### src/rtl/core/twsp_pkg.sv
// Types, codes and helpers shared by the tagged wire stream parser modules.
`timescale 1ns / 1ps
package twsp_pkg;

	// event codes carried on event_kind
	localparam logic [3:0] EV_INT    = 4'd0;
	localparam logic [3:0] EV_B8     = 4'd1;
	localparam logic [3:0] EV_B32    = 4'd2;
	localparam logic [3:0] EV_B64    = 4'd3;
	localparam logic [3:0] EV_FLOAT  = 4'd4;
	localparam logic [3:0] EV_ENUM   = 4'd5;
	localparam logic [3:0] EV_TUPLE  = 4'd6;
	localparam logic [3:0] EV_HTUPLE = 4'd7;
	localparam logic [3:0] EV_BYTES  = 4'd8;
	localparam logic [3:0] EV_BYTE   = 4'd9;
	localparam logic [3:0] EV_ASSOC  = 4'd10;
	localparam logic [3:0] EV_CLOSE  = 4'd11;
	localparam logic [3:0] EV_END    = 4'd12;
	localparam logic [3:0] EV_ERROR  = 4'd13;

	// error codes
	localparam logic [3:0] ERR_NOT_TUPLE = 4'd1;
	localparam logic [3:0] ERR_BAD_TYPE  = 4'd2;
	localparam logic [3:0] ERR_LENGTH    = 4'd3;
	localparam logic [3:0] ERR_VARINT    = 4'd4;
	localparam logic [3:0] ERR_DEPTH     = 4'd5;

	// wire types from the element prefix
	localparam logic [3:0] WT_VINT   = 4'd0;
	localparam logic [3:0] WT_TUPLE  = 4'd1;
	localparam logic [3:0] WT_B8     = 4'd2;
	localparam logic [3:0] WT_BYTES  = 4'd3;
	localparam logic [3:0] WT_B32    = 4'd4;
	localparam logic [3:0] WT_HTUPLE = 4'd5;
	localparam logic [3:0] WT_B64    = 4'd6;
	localparam logic [3:0] WT_ASSOC  = 4'd7;
	localparam logic [3:0] WT_FLOAT  = 4'd8;
	localparam logic [3:0] WT_ENUM   = 4'd10;

	// kinds of an open level
	localparam logic [1:0] LK_MESSAGE = 2'd0;
	localparam logic [1:0] LK_TUPLE   = 2'd1;
	localparam logic [1:0] LK_HTUPLE  = 2'd2;
	localparam logic [1:0] LK_ASSOC   = 2'd3;

	// most results reported for one input word
	localparam logic [3:0] MAX_RESULTS = 4'd10;
	// result queue depth
	localparam int QDEPTH = 4;

	typedef struct packed {
		logic [3:0]  kind;
		logic [27:0] tag;
		logic [63:0] value;
		logic [3:0]  level;
		logic        last;
	} event_t;

	// opening event code for a level kind
	function automatic logic [3:0] open_code(input logic [1:0] lk);
		logic [3:0] code;
		code = EV_TUPLE;
		if (lk == LK_HTUPLE) code = EV_HTUPLE;
		else if (lk == LK_ASSOC) code = EV_ASSOC;
		return code;
	endfunction

endpackage

### src/rtl/core/twsp_front.sv
// Front end: takes stream words, decodes varints and scalars, keeps the level stack, emits events.
`timescale 1ns / 1ps
module twsp_front #(
	parameter int NESTING_DEPTH = 8
) (
	input  logic              clk,
	input  logic              arst_n,
	input  logic              in_valid,
	output logic              in_ready,
	input  logic [7:0]        data_byte,
	input  logic              restart,
	input  logic              full,
	output logic              push,
	output twsp_pkg::event_t  push_ev
);

	localparam int SPW = $clog2(NESTING_DEPTH + 1);
	localparam int IW  = $clog2(NESTING_DEPTH);

	typedef enum logic [8:0] {
		PH_IDLE    = 9'b000000001,
		PH_MSG_LEN = 9'b000000010,
		PH_COUNT   = 9'b000000100,
		PH_PREFIX  = 9'b000001000,
		PH_VINT    = 9'b000010000,
		PH_SCALAR  = 9'b000100000,
		PH_CLEN    = 9'b001000000,
		PH_BYTES   = 9'b010000000,
		PH_TRAIL   = 9'b100000000
	} phase_t;

	typedef enum logic [2:0] {
		M_RUN    = 3'b001,
		M_SETTLE = 3'b010,
		M_ERR    = 3'b100
	} mode_t;

	phase_t            phase_q, phase_d, eff_ph;
	mode_t             mode_q, mode_d;
	logic [31:0]       acc_q, acc_d, eff_acc;
	logic [5:0]        sh_q, sh_d, eff_sh;
	logic [27:0]       tag_q, tag_d;
	logic [3:0]        wt_q, wt_d;
	logic [63:0]       sreg_q, sreg_d;
	logic [3:0]        sbl_q, sbl_d;
	logic [31:0]       str_q, str_d;
	logic [SPW-1:0]    sp_q, sp_d, eff_sp, errlvl_q, errlvl_d;
	logic [3:0]        cnt_q, cnt_d;

	logic [31:0]       elem_q  [NESTING_DEPTH];
	logic [31:0]       bytes_q [NESTING_DEPTH];
	logic [1:0]        kind_q  [NESTING_DEPTH];

	logic              ew_en, bw_en, kw_en, dec_all;
	logic [IW-1:0]     ew_idx, bw_idx, kw_idx;
	logic [31:0]       ew_val, bw_val;
	logic [1:0]        kw_val;

	logic [31:0]       vacc;
	logic              vtoo, vcont, ph_ge;
	logic [SPW-1:0]    spm1, sspm1, sspm2;
	logic [IW-1:0]     idx_top, idx_sp, idx_s1, idx_s2;
	logic [31:0]       e_top, b_top;
	logic [1:0]        k_top;
	logic              ev_vld;
	twsp_pkg::event_t  ev;

	// apply restart ahead of the word
	always_comb begin
		eff_ph  = restart ? PH_IDLE : phase_q;
		eff_acc = restart ? '0 : acc_q;
		eff_sh  = restart ? '0 : sh_q;
		eff_sp  = restart ? '0 : sp_q;
	end

	// varint step and stack reads
	assign vacc    = eff_acc | (32'(data_byte[6:0]) << eff_sh);
	assign vtoo    = (eff_sh >= 6'd28) && (data_byte[7:4] != 4'd0);
	assign vcont   = data_byte[7];
	assign ph_ge   = (eff_ph == PH_COUNT) || (eff_ph == PH_PREFIX) || (eff_ph == PH_VINT) ||
		(eff_ph == PH_SCALAR) || (eff_ph == PH_CLEN) || (eff_ph == PH_BYTES);
	assign spm1    = eff_sp - SPW'(1);
	assign idx_top = spm1[IW-1:0];
	assign idx_sp  = eff_sp[IW-1:0];
	assign sspm1   = sp_q - SPW'(1);
	assign sspm2   = sp_q - SPW'(2);
	assign idx_s1  = sspm1[IW-1:0];
	assign idx_s2  = sspm2[IW-1:0];
	assign e_top   = elem_q[idx_top];
	assign b_top   = bytes_q[idx_top];
	assign k_top   = kind_q[idx_top];

	assign in_ready = (mode_q == M_RUN) && !full;

	// decode one word, or step a close cascade, or report a held error
	always_comb begin
		logic              prim, err, want_settle, do_fail, opened, vdone, in_rng, is_vph;
		logic [3:0]        fcode, total, sbl_eff, pos;
		logic [31:0]       el_after, chk_b, sv, ebuf;
		logic [63:0]       sreg_new;
		logic [SPW-1:0]    lvl;
		twsp_pkg::event_t  pe;

		phase_d = phase_q; acc_d = acc_q; sh_d = sh_q; tag_d = tag_q; wt_d = wt_q;
		sreg_d = sreg_q; sbl_d = sbl_q; str_d = str_q; sp_d = sp_q;
		mode_d = mode_q; errlvl_d = errlvl_q; cnt_d = cnt_q;
		ew_en = 1'b0; ew_idx = idx_top; ew_val = '0;
		bw_en = 1'b0; bw_idx = idx_top; bw_val = '0;
		kw_en = 1'b0; kw_idx = idx_top; kw_val = twsp_pkg::LK_MESSAGE;
		dec_all = 1'b0; ev_vld = 1'b0; ev = '0;
		prim = 1'b0; err = 1'b0; want_settle = 1'b0; do_fail = 1'b0; opened = 1'b0;
		vdone = 1'b0; in_rng = 1'b0; is_vph = 1'b0;
		fcode = twsp_pkg::ERR_LENGTH; total = 4'd8; sbl_eff = 4'd0; pos = 4'd0;
		el_after = '0; chk_b = b_top; sv = '0; ebuf = '0; sreg_new = sreg_q;
		lvl = eff_sp; pe = '0;

		unique case (mode_q)
			M_RUN: begin
				if (in_valid && !full) begin
					phase_d = eff_ph; acc_d = eff_acc; sh_d = eff_sh; sp_d = eff_sp;
					if (eff_ph == PH_TRAIL) begin
						// consume trailing budget silently
						bw_en  = 1'b1;
						bw_idx = '0;
						bw_val = (bytes_q[0] != 32'd0) ? bytes_q[0] - 32'd1 : 32'd0;
						if (bw_val == 32'd0) phase_d = PH_IDLE;
					end else if (ph_ge && (eff_sp == '0 || b_top == 32'd0)) begin
						do_fail = 1'b1;
						fcode   = twsp_pkg::ERR_LENGTH;
					end else begin
						dec_all = ph_ge;
						chk_b   = ph_ge ? b_top - 32'd1 : b_top;
						is_vph  = (eff_ph == PH_IDLE) || (eff_ph == PH_MSG_LEN) ||
							(eff_ph == PH_COUNT) || (eff_ph == PH_PREFIX) ||
							(eff_ph == PH_VINT) || (eff_ph == PH_CLEN);
						// shared varint front
						if (is_vph) begin
							if (vtoo) begin
								do_fail = 1'b1;
								fcode   = twsp_pkg::ERR_VARINT;
							end else if (vcont) begin
								acc_d = vacc;
								sh_d  = eff_sh + 6'd7;
							end else begin
								acc_d = '0;
								sh_d  = '0;
								vdone = 1'b1;
							end
						end
						unique case (eff_ph)
							PH_IDLE: begin
								if (vdone) begin
									if (vacc[3:0] != twsp_pkg::WT_TUPLE) begin
										do_fail = 1'b1;
										fcode   = twsp_pkg::ERR_NOT_TUPLE;
									end else begin
										tag_d   = vacc[31:4];
										wt_d    = twsp_pkg::WT_TUPLE;
										phase_d = PH_MSG_LEN;
									end
								end
							end
							PH_MSG_LEN: begin
								if (vdone) begin
									kw_en = 1'b1; kw_idx = '0; kw_val = twsp_pkg::LK_MESSAGE;
									bw_en = 1'b1; bw_idx = '0; bw_val = vacc;
									ew_en = 1'b1; ew_idx = '0; ew_val = '0;
									sp_d    = SPW'(1);
									phase_d = PH_COUNT;
									opened  = 1'b1;
									chk_b   = vacc;
								end
							end
							PH_COUNT: begin
								if (vdone) begin
									if (k_top == twsp_pkg::LK_ASSOC)
										el_after = vacc[31] ? 32'hFFFF_FFFF : {vacc[30:0], 1'b0};
									else
										el_after = vacc;
									ew_en = 1'b1; ew_idx = idx_top; ew_val = el_after;
									prim  = 1'b1;
									pe.kind  = twsp_pkg::open_code(k_top);
									pe.tag   = tag_q;
									pe.value = {32'd0, vacc};
									pe.level = 4'(spm1);
									want_settle = 1'b1;
								end
							end
							PH_PREFIX: begin
								if (vdone) begin
									tag_d  = vacc[31:4];
									wt_d   = vacc[3:0];
									sreg_d = '0;
									case (vacc[3:0])
										twsp_pkg::WT_VINT: phase_d = PH_VINT;
										twsp_pkg::WT_B8: begin
											sbl_d = 4'd1; phase_d = PH_SCALAR;
										end
										twsp_pkg::WT_B32: begin
											sbl_d = 4'd4; phase_d = PH_SCALAR;
										end
										twsp_pkg::WT_B64, twsp_pkg::WT_FLOAT: begin
											sbl_d = 4'd8; phase_d = PH_SCALAR;
										end
										twsp_pkg::WT_ENUM: begin
											prim = 1'b1;
											pe.kind  = twsp_pkg::EV_ENUM;
											pe.tag   = vacc[31:4];
											pe.level = 4'(eff_sp);
											want_settle = 1'b1;
										end
										twsp_pkg::WT_TUPLE, twsp_pkg::WT_BYTES,
										twsp_pkg::WT_HTUPLE, twsp_pkg::WT_ASSOC:
											phase_d = PH_CLEN;
										default: begin
											do_fail = 1'b1;
											fcode   = twsp_pkg::ERR_BAD_TYPE;
										end
									endcase
								end
							end
							PH_VINT: begin
								if (vdone) begin
									sv   = (vacc >> 1) ^ {32{vacc[0]}};
									prim = 1'b1;
									pe.kind  = twsp_pkg::EV_INT;
									pe.tag   = tag_q;
									pe.value = {{32{sv[31]}}, sv};
									pe.level = 4'(eff_sp);
									want_settle = 1'b1;
								end
							end
							PH_SCALAR: begin
								total = (wt_q == twsp_pkg::WT_B8) ? 4'd1 :
									((wt_q == twsp_pkg::WT_B32) ? 4'd4 : 4'd8);
								sbl_eff  = (sbl_q == 4'd0 || sbl_q > total) ? total : sbl_q;
								pos      = total - sbl_eff;
								sreg_new = sreg_q | (64'(data_byte) << {pos[2:0], 3'b000});
								sreg_d   = sreg_new;
								sbl_d    = sbl_eff - 4'd1;
								if (sbl_eff == 4'd1) begin
									prim = 1'b1;
									pe.tag   = tag_q;
									pe.level = 4'(eff_sp);
									if (wt_q == twsp_pkg::WT_B8) begin
										pe.kind  = twsp_pkg::EV_B8;
										pe.value = sreg_new;
									end else if (wt_q == twsp_pkg::WT_B32) begin
										pe.kind  = twsp_pkg::EV_B32;
										pe.value = {{32{sreg_new[31]}}, sreg_new[31:0]};
									end else begin
										pe.kind  = (wt_q == twsp_pkg::WT_B64) ?
											twsp_pkg::EV_B64 : twsp_pkg::EV_FLOAT;
										pe.value = sreg_new;
									end
									want_settle = 1'b1;
								end
							end
							PH_CLEN: begin
								if (vdone) begin
									if (vacc > chk_b) begin
										do_fail = 1'b1;
										fcode   = twsp_pkg::ERR_LENGTH;
									end else if (wt_q == twsp_pkg::WT_BYTES) begin
										prim = 1'b1;
										pe.kind  = twsp_pkg::EV_BYTES;
										pe.tag   = tag_q;
										pe.value = {32'd0, vacc};
										pe.level = 4'(eff_sp);
										if (vacc == 32'd0) begin
											want_settle = 1'b1;
										end else begin
											str_d   = vacc;
											phase_d = PH_BYTES;
										end
									end else if (eff_sp >= SPW'(NESTING_DEPTH)) begin
										do_fail = 1'b1;
										fcode   = twsp_pkg::ERR_DEPTH;
									end else begin
										kw_en  = 1'b1;
										kw_idx = idx_sp;
										kw_val = (wt_q == twsp_pkg::WT_TUPLE) ? twsp_pkg::LK_TUPLE :
											((wt_q == twsp_pkg::WT_HTUPLE) ? twsp_pkg::LK_HTUPLE :
											twsp_pkg::LK_ASSOC);
										bw_en = 1'b1; bw_idx = idx_sp; bw_val = vacc;
										ew_en = 1'b1; ew_idx = idx_sp; ew_val = '0;
										sp_d    = eff_sp + SPW'(1);
										phase_d = PH_COUNT;
										opened  = 1'b1;
										chk_b   = vacc;
									end
								end
							end
							PH_BYTES: begin
								prim = 1'b1;
								pe.kind  = twsp_pkg::EV_BYTE;
								pe.tag   = tag_q;
								pe.value = {56'd0, data_byte};
								pe.level = 4'(eff_sp);
								str_d = (str_q != 32'd0) ? str_q - 32'd1 : 32'd0;
								if (str_d == 32'd0) want_settle = 1'b1;
							end
							default: begin
								phase_d = PH_IDLE;
							end
						endcase
						// element finished: count it off, except an open already set it
						if (want_settle && eff_ph != PH_COUNT) begin
							el_after = (e_top != 32'd0) ? e_top - 32'd1 : 32'd0;
							ew_en = 1'b1; ew_idx = idx_top; ew_val = el_after;
						end
					end

					// cascade or settle straight away
					if (!do_fail && want_settle) begin
						if (el_after == 32'd0) mode_d = M_SETTLE;
						else phase_d = PH_PREFIX;
					end
					in_rng = (phase_d == PH_COUNT) || (phase_d == PH_PREFIX) ||
						(phase_d == PH_VINT) || (phase_d == PH_SCALAR) ||
						(phase_d == PH_CLEN) || (phase_d == PH_BYTES);
					if (!opened && eff_ph != PH_COUNT && !ph_ge) chk_b = b_top;
					err = do_fail || (!do_fail && mode_d != M_SETTLE && in_rng &&
						(sp_d == '0 || chk_b == 32'd0));
					lvl = do_fail ? eff_sp : sp_d;
					if (err) begin
						phase_d = PH_IDLE; acc_d = '0; sh_d = '0; sp_d = '0;
					end
					cnt_d = '0;
					if (prim) begin
						ev_vld  = 1'b1;
						ev      = pe;
						ev.last = (mode_d != M_SETTLE) && !err;
						if (err) begin
							mode_d   = M_ERR;
							errlvl_d = lvl;
						end
						cnt_d = 4'd1;
					end else if (err) begin
						ev_vld   = 1'b1;
						ev.kind  = twsp_pkg::EV_ERROR;
						ev.value = {60'd0, fcode};
						ev.level = 4'(lvl);
						ev.last  = 1'b1;
						cnt_d    = 4'd1;
					end
				end
			end
			M_SETTLE: begin
				if (!full) begin
					ev_vld = 1'b1;
					if (sspm1 == '0) begin
						// message finished
						ev.kind = twsp_pkg::EV_END;
						ev.last = 1'b1;
						phase_d = (bytes_q[0] != 32'd0) ? PH_TRAIL : PH_IDLE;
						sp_d    = '0;
						mode_d  = M_RUN;
					end else begin
						ev.kind  = twsp_pkg::EV_CLOSE;
						ev.value = {60'd0, twsp_pkg::open_code(kind_q[idx_s1])};
						ev.level = 4'(sspm1);
						ebuf     = elem_q[idx_s2];
						el_after = (ebuf != 32'd0) ? ebuf - 32'd1 : 32'd0;
						ew_en = 1'b1; ew_idx = idx_s2; ew_val = el_after;
						sp_d  = sspm1;
						if (el_after != 32'd0) begin
							phase_d = PH_PREFIX;
							if (bytes_q[idx_s2] == 32'd0) begin
								phase_d = PH_IDLE; acc_d = '0; sh_d = '0; sp_d = '0;
								mode_d   = M_ERR;
								errlvl_d = sspm1;
							end else begin
								ev.last = 1'b1;
								mode_d  = M_RUN;
							end
						end
					end
				end
			end
			M_ERR: begin
				if (!full) begin
					// report the budget error held back behind an event
					ev_vld   = 1'b1;
					ev.kind  = twsp_pkg::EV_ERROR;
					ev.value = {60'd0, twsp_pkg::ERR_LENGTH};
					ev.level = 4'(errlvl_q);
					ev.last  = 1'b1;
					mode_d   = M_RUN;
				end
			end
			default: begin
				mode_d = M_RUN;
			end
		endcase

		// drop results past the per-word limit
		if (mode_q != M_RUN && ev_vld) begin
			if (cnt_q >= twsp_pkg::MAX_RESULTS) begin
				ev_vld = 1'b0;
			end else begin
				cnt_d = cnt_q + 4'd1;
				if (cnt_q == twsp_pkg::MAX_RESULTS - 4'd1) ev.last = 1'b1;
			end
		end
	end

	assign push    = ev_vld;
	assign push_ev = ev;

	// control state
	always_ff @(posedge clk or negedge arst_n) begin
		if (!arst_n) begin
			phase_q  <= PH_IDLE;
			mode_q   <= M_RUN;
			acc_q    <= '0;
			sh_q     <= '0;
			tag_q    <= '0;
			wt_q     <= '0;
			sreg_q   <= '0;
			sbl_q    <= '0;
			str_q    <= '0;
			sp_q     <= '0;
			errlvl_q <= '0;
			cnt_q    <= '0;
		end else begin
			phase_q  <= phase_d;
			mode_q   <= mode_d;
			acc_q    <= acc_d;
			sh_q     <= sh_d;
			tag_q    <= tag_d;
			wt_q     <= wt_d;
			sreg_q   <= sreg_d;
			sbl_q    <= sbl_d;
			str_q    <= str_d;
			sp_q     <= sp_d;
			errlvl_q <= errlvl_d;
			cnt_q    <= cnt_d;
		end
	end

	// level stack: one write per store, budgets of open levels count down together
	always_ff @(posedge clk) begin
		for (int i = 0; i < NESTING_DEPTH; i++) begin
			if (ew_en && ew_idx == IW'(i)) elem_q[i] <= ew_val;
			if (kw_en && kw_idx == IW'(i)) kind_q[i] <= kw_val;
			if (bw_en && bw_idx == IW'(i))
				bytes_q[i] <= bw_val;
			else if (dec_all && SPW'(i) < sp_q && bytes_q[i] != 32'd0)
				bytes_q[i] <= bytes_q[i] - 32'd1;
		end
	end

endmodule

### src/rtl/core/twsp_queue.sv
// Back end: short result queue that carries events to the output port.
`timescale 1ns / 1ps
module twsp_queue (
	input  logic              clk,
	input  logic              arst_n,
	input  logic              push,
	input  twsp_pkg::event_t  push_ev,
	output logic              full,
	output logic              out_valid,
	input  logic              out_ready,
	output twsp_pkg::event_t  head
);

	localparam int PW = $clog2(twsp_pkg::QDEPTH);

	twsp_pkg::event_t  mem_q [twsp_pkg::QDEPTH];
	logic [PW-1:0]     wr_q, rd_q;
	logic [PW:0]       cnt_q;
	logic              pop;

	assign full      = (cnt_q == (PW+1)'(twsp_pkg::QDEPTH));
	assign out_valid = (cnt_q != '0);
	assign pop       = out_valid && out_ready;
	assign head      = mem_q[rd_q];

	// advance pointers and fill count
	always_ff @(posedge clk or negedge arst_n) begin
		if (!arst_n) begin
			wr_q  <= '0;
			rd_q  <= '0;
			cnt_q <= '0;
		end else begin
			if (push) wr_q <= wr_q + PW'(1);
			if (pop) rd_q <= rd_q + PW'(1);
			cnt_q <= cnt_q + (PW+1)'(push) - (PW+1)'(pop);
		end
	end

	// hold event words
	always_ff @(posedge clk) begin
		if (push) mem_q[wr_q] <= push_ev;
	end

endmodule

### src/rtl/core/tagged_wire_stream_parser.sv
// Top level of the tagged wire stream parser: front decoder and result queue.
//
//  channel | handshake          | word
//  --------+--------------------+-----------------------------------------------
//  input   | in_valid/in_ready  | data_byte, restart
//  output  | out_valid/out_ready| event_kind, field_tag, field_value,
//          |                    | nesting_level, last_of_run
//
// One stream word is taken per cycle when the word yields at most one event.
// Each close or end of a cascade takes a step of its own in the front end, as does
// a length error reported behind an event; input is held during those steps.
// A four-word result queue parts front and back, so out_ready low stalls input
// only once the queue is full. Reset empties the queue and idles the parser.
`timescale 1ns / 1ps
module tagged_wire_stream_parser #(
	parameter int NESTING_DEPTH = 8
) (
	input  logic               clk,
	input  logic               arst_n,
	input  logic               in_valid,
	output logic               in_ready,
	input  logic [7:0]         data_byte,
	input  logic               restart,
	output logic               out_valid,
	input  logic               out_ready,
	output logic [3:0]         event_kind,
	output logic [27:0]        field_tag,
	output logic signed [63:0] field_value,
	output logic [3:0]         nesting_level,
	output logic               last_of_run
);

	logic              full, push;
	twsp_pkg::event_t  push_ev, head;

	twsp_front #(
		.NESTING_DEPTH(NESTING_DEPTH)
	) u_front (
		.clk       (clk),
		.arst_n    (arst_n),
		.in_valid  (in_valid),
		.in_ready  (in_ready),
		.data_byte (data_byte),
		.restart   (restart),
		.full      (full),
		.push      (push),
		.push_ev   (push_ev)
	);

	twsp_queue u_queue (
		.clk       (clk),
		.arst_n    (arst_n),
		.push      (push),
		.push_ev   (push_ev),
		.full      (full),
		.out_valid (out_valid),
		.out_ready (out_ready),
		.head      (head)
	);

	// drive result word from queue head
	assign event_kind    = head.kind;
	assign field_tag     = head.tag;
	assign field_value   = $signed(head.value);
	assign nesting_level = head.level;
	assign last_of_run   = head.last;

endmodule

### config.mk
export PLATFORM = sky130hd
export DESIGN_NAME = tagged_wire_stream_parser
export DESIGN_NICKNAME = d
export VERILOG_FILES = /design/src/rtl/core/twsp_pkg.sv /design/src/rtl/core/twsp_front.sv /design/src/rtl/core/twsp_queue.sv /design/src/rtl/core/tagged_wire_stream_parser.sv
export SDC_FILE = /design/constraint.sdc
export NUM_CORES = 2
export LEC_CHECK = 0
export BUFFER_PORTS_ARGS = -buffer_cell sky130_fd_sc_hd__buf_4
export CAP_MARGIN = 5
export CORE_MARGIN = 4
export CORE_UTILIZATION = 45
export CTS_BUF_LIST = sky130_fd_sc_hd__clkbuf_8
export DETAILED_ROUTE_END_ITERATION = 8
export MAX_ROUTING_LAYER = met4
export PLACE_DENSITY_LB_ADDON = 0.05
export SLEW_MARGIN = 10
export SYNTH_ARGS = -nofsm -noshare
export SYNTH_HDL_FRONTEND = slang
export SYNTH_SLANG_ARGS = --single-unit
### constraint.sdc
create_clock -name clk -period 15.5 [get_ports clk]
set_input_delay 1.55 -clock clk [delete_from_list [all_inputs] [get_ports clk]]
set_output_delay 1.55 -clock clk [all_outputs]
set_load 0.005 [all_outputs]
==> impl_results.md <==
- Hold path depth: 2
- Sequential share of the synthesized area: 0.506
- RR Startpoint: u_front.sp_q[0]$_DFFE_PN0P_
- Met3 usage: 0.0505
- Main synth FF type: edfxtp_1
- Worst-Margin Slew: 1280 ps
- Post-Syn Area: 65200 sq um
- Area Growth Syn to Fin: 11.3%
- Root Buffer: clkbuf_8
- EDFF count, synth: 932
- Crit. path cell count: 30
- Die height: 389 um
- Fmax: 82.9 MHz
- Switch Pwr: 3.40 mW
- Skew-Pair Late Insertion Delay: 970 ps
- Hold Path Class: reg2reg
- Num CTS Buffers: between 150 and 200
- Post-route ant nets: 0
- Yosys cell types: 100
- # Post-CTS Setup Buffers: 0
- Largest cells by area after synthesis: edfxtp_1 (43%), mux4_2 (9.5%), dfrtp_1 (7.6%)
- Cts hold-fix bufs: 0
- DRT Pass-1 Iters: 7
- CTS tree: done
- Setup TNS after final layout: 0 ps
- Most frequent CP cell: buf_4
- Post-synth top cells: edfxtp_1 (932), nor2_1 (590), mux2i_1 (388)
- Initial antenna violation count: 6
- Final worst path period share: 0.778
- Synth Register Bits: 1133
- Most crowded layer after global routing: met2
- Largest delay share family, worst path: compound AO/OA/AOI/OAI gates
- Asr flop ratio synth: 0.177
- Req. time, crit path: 16070 ps
- Crit-path slowest cell: nor3_1
- Final net count: between 5k and 6k
- Max-cap violations: 0
- Dpl hpwl: 159 mm
- GPL Wtd Cong: between 0.9 and 1
- Vias: 49.8k
- Largest net degree at the start of global routing: 83
- Congestion Overflow GR: 0
- Initial DRC Count: 5193
- Hold slack: 477 ps
- Syn. warnings: 0
- Hold EP: u_front.sreg_q[37]$_DFFE_PN0P_
- Slew headroom: 0.147
- Number of vias per cell: 6.39
- Count leader, synth: edfxtp_1
- Synth top area share: 0.429
- Sw Share: 0.359
- Sequential power share: 0.387
- RSZ-0062 raised after global routing: no
- Post-route cell area: just over 70000 sq um
- Core area: 144000 sq um
- CP bufs+invs: 6
- Syn_nets: 5695
- Initial core utilization: 0.454
- Final Slew Violations: 0
- Clk slew on worst S/H paths: 60 ps
- Endpoints failing setup: 0
- Status: complete, no violations
- Clock power frac: 0.289
- Met2 Usage GRT: 0.458
- Combinational Power Share: 0.323
- Pre-CTS setup slack: around 2700 ps
- Die area: 151000 sq um
- Critical Path AT: 12640 ps
- Total power: 9.48 mW
- PortBufs: 115
- Wirelength per Cell: 29.5 um
- DRC Markers: 0
- Proportion of layout cells with a drive suffix above 1: 0.167
- H-tree lvl count: 4
- Min Tclk post-route: roughly 12000 ps
- RR Endpoint: u_queue.mem_q[0][88]$_DFFE_PP_
- Met1 global-route usage: 0.425
- Drt total wl: roughly 230 mm
- Final Hold Vio Count: 0
- Endpoint type of the worst setup path: flop
- Largest area contributor in the netlist: edfxtp_1
- First-pass GRT wire length: 336 mm
- Pwr/cell area: 130 nW/um^2
- Worst Setup Start Kind: input pin
- CP max stage delay: 830 ps
- R2R depth: 27
- HP Start: u_front.sreg_q[37]$_DFFE_PN0P_
- Clock buffer depth: 3
- Leakage power: 28.1 nW
- Ports: 116
- Internal power: 6.08 mW
- Vias in the first global route: 48.1k
- Clk_skew: approximately 97 ps
- Worst Setup Slack, final: 3440 ps
- Resized cells post-CTS: 0
- Mean Syn Cell Area: 11.7 sq um
- GRT Total Usage: 0.308
- Maximum vdd ir drop: 0.0899 mV
- FP Rows: 139
- Flop-to-flop setup slack: 4150 ps
- Sink Count: 1133
- Max FO, Critical Path: 77
- Die W: 389 um
- Mapped Cells: approximately 5.6k
- Placed instance area: slightly below 70000 sq um
- Crit Path Class: in2reg
-- routing by layer --
layer  vias to the layer above  part of all wire
li1                      21800                 -
met1                     25200              0.43
met2                      2314              0.45
met3                       477             0.076
met4                         0             0.042
met5                         -                 0
-- logic make-up (layout without fill, tap and decap cells) --
| family | Yosys count | in the layout | share of synthesized area |
|---|---|---|---|
| other | 0 | 6 | 0 |
| adder cells (fa/ha/maj) | 85 | 85 | 0.0164 |
| AND/OR/NAND/NOR | 1826 | 1826 | 0.137 |
| buffers and inverters | 440 | 729 | 0.0283 |
| XOR/XNOR | 365 | 365 | 0.0491 |
| AO/OA/AOI/OAI | 1046 | 1046 | 0.102 |
| multiplexers | 702 | 702 | 0.162 |
| flip-flops | 1133 | 1133 | 0.506 |
-- worst max-delay path by stage --
stage,from,to
global route,restart,u_queue.mem_q[0][70]$_DFFE_PP_
floorplan,restart,u_queue.mem_q[0][0]$_DFFE_PP_
finish,restart,u_queue.mem_q[0][88]$_DFFE_PP_
CTS,restart,u_queue.mem_q[0][70]$_DFFE_PP_
global placement,restart,u_queue.mem_q[0][85]$_DFFE_PP_
detailed placement,restart,u_queue.mem_q[0][75]$_DFFE_PP_
-- worst register-to-register path: cells and delay by family, from the launching register on --
| kind | cells | cell delay [ps] |
|---|---|---|
| buf+inv | 3 | 1770 |
| simple gates | 9 | 3350 |
| flops | 1 | 520 |
| fa+ha+maj | 2 | 650 |
| mux | 2 | 770 |
| xor+xnor | 1 | 170 |
| compound gates | 10 | 3580 |
-- registers in the layout (all words and copies together), names as in the netlist, 6 cells and up --
register	flops
u_front.elem_q	256
u_front.sh_q	6
u_front.phase_q	9
u_front.str_q	32
u_front.bytes_q	256
u_front.kind_q	16
u_front.acc_q	32
u_front.tag_q	28
u_front.sreg_q	64
u_queue.mem_q	404
-- placed cells by master, fill, tap and decap left out, types with 50 or more instances in the layout --
cell	instances
nand3_1	110
xnor2_1	224
inv_1	135
clkbuf_8	212
buf_4	264
edfxtp_1	932
dfrtp_1	195
nor4_1	115
o31ai_1	60
a22oi_1	54
a21oi_1	362
o22ai_1	57
ha_1	83
mux4_2	276
nand2_1	374
o21ai_0	189
xor2_1	139
nor3_1	197
clkinv_1	50
mux2i_1	388
nand4_1	59
nor2_1	572
-- power groups by stage --
| stage | registers [mW] | clock network [mW] | logic, mW |
|---|---|---|---|
| global route | 3.70 | 2.97 | 3.24 |
| detailed placement | 3.73 | 0 | 3.03 |
| floorplan | 3.65 | 0 | 1.77 |
| finish | 3.67 | 2.74 | 3.07 |
| CTS | 3.67 | 2.81 | 3.04 |
| global placement | 3.73 | 0 | 3.03 |
-- through the flow --
stage	instances	utilization
2_1_floorplan	5597	-
3_3_place_gp	7421	0.478
3_5_place_dp	7421	0.478
5_1_grt	7794	0.505
6_report	7795	0.505
4_1_cts	7789	0.505
-- cell type report --
cell class | instances | area [sq um]
clock inverters | 156 | 995
fillers | 12900 | 71200
repair buffers | 269 | 2080
flip-flops and latches | 1133 | 33000
diodes | 6 | 15.0
well taps | 1903 | 2380
inverters | 92 | 350
multi-input cells | 4024 | 30900
clock buffers | 212 | 2920
(Power assumes the default switching activity.)
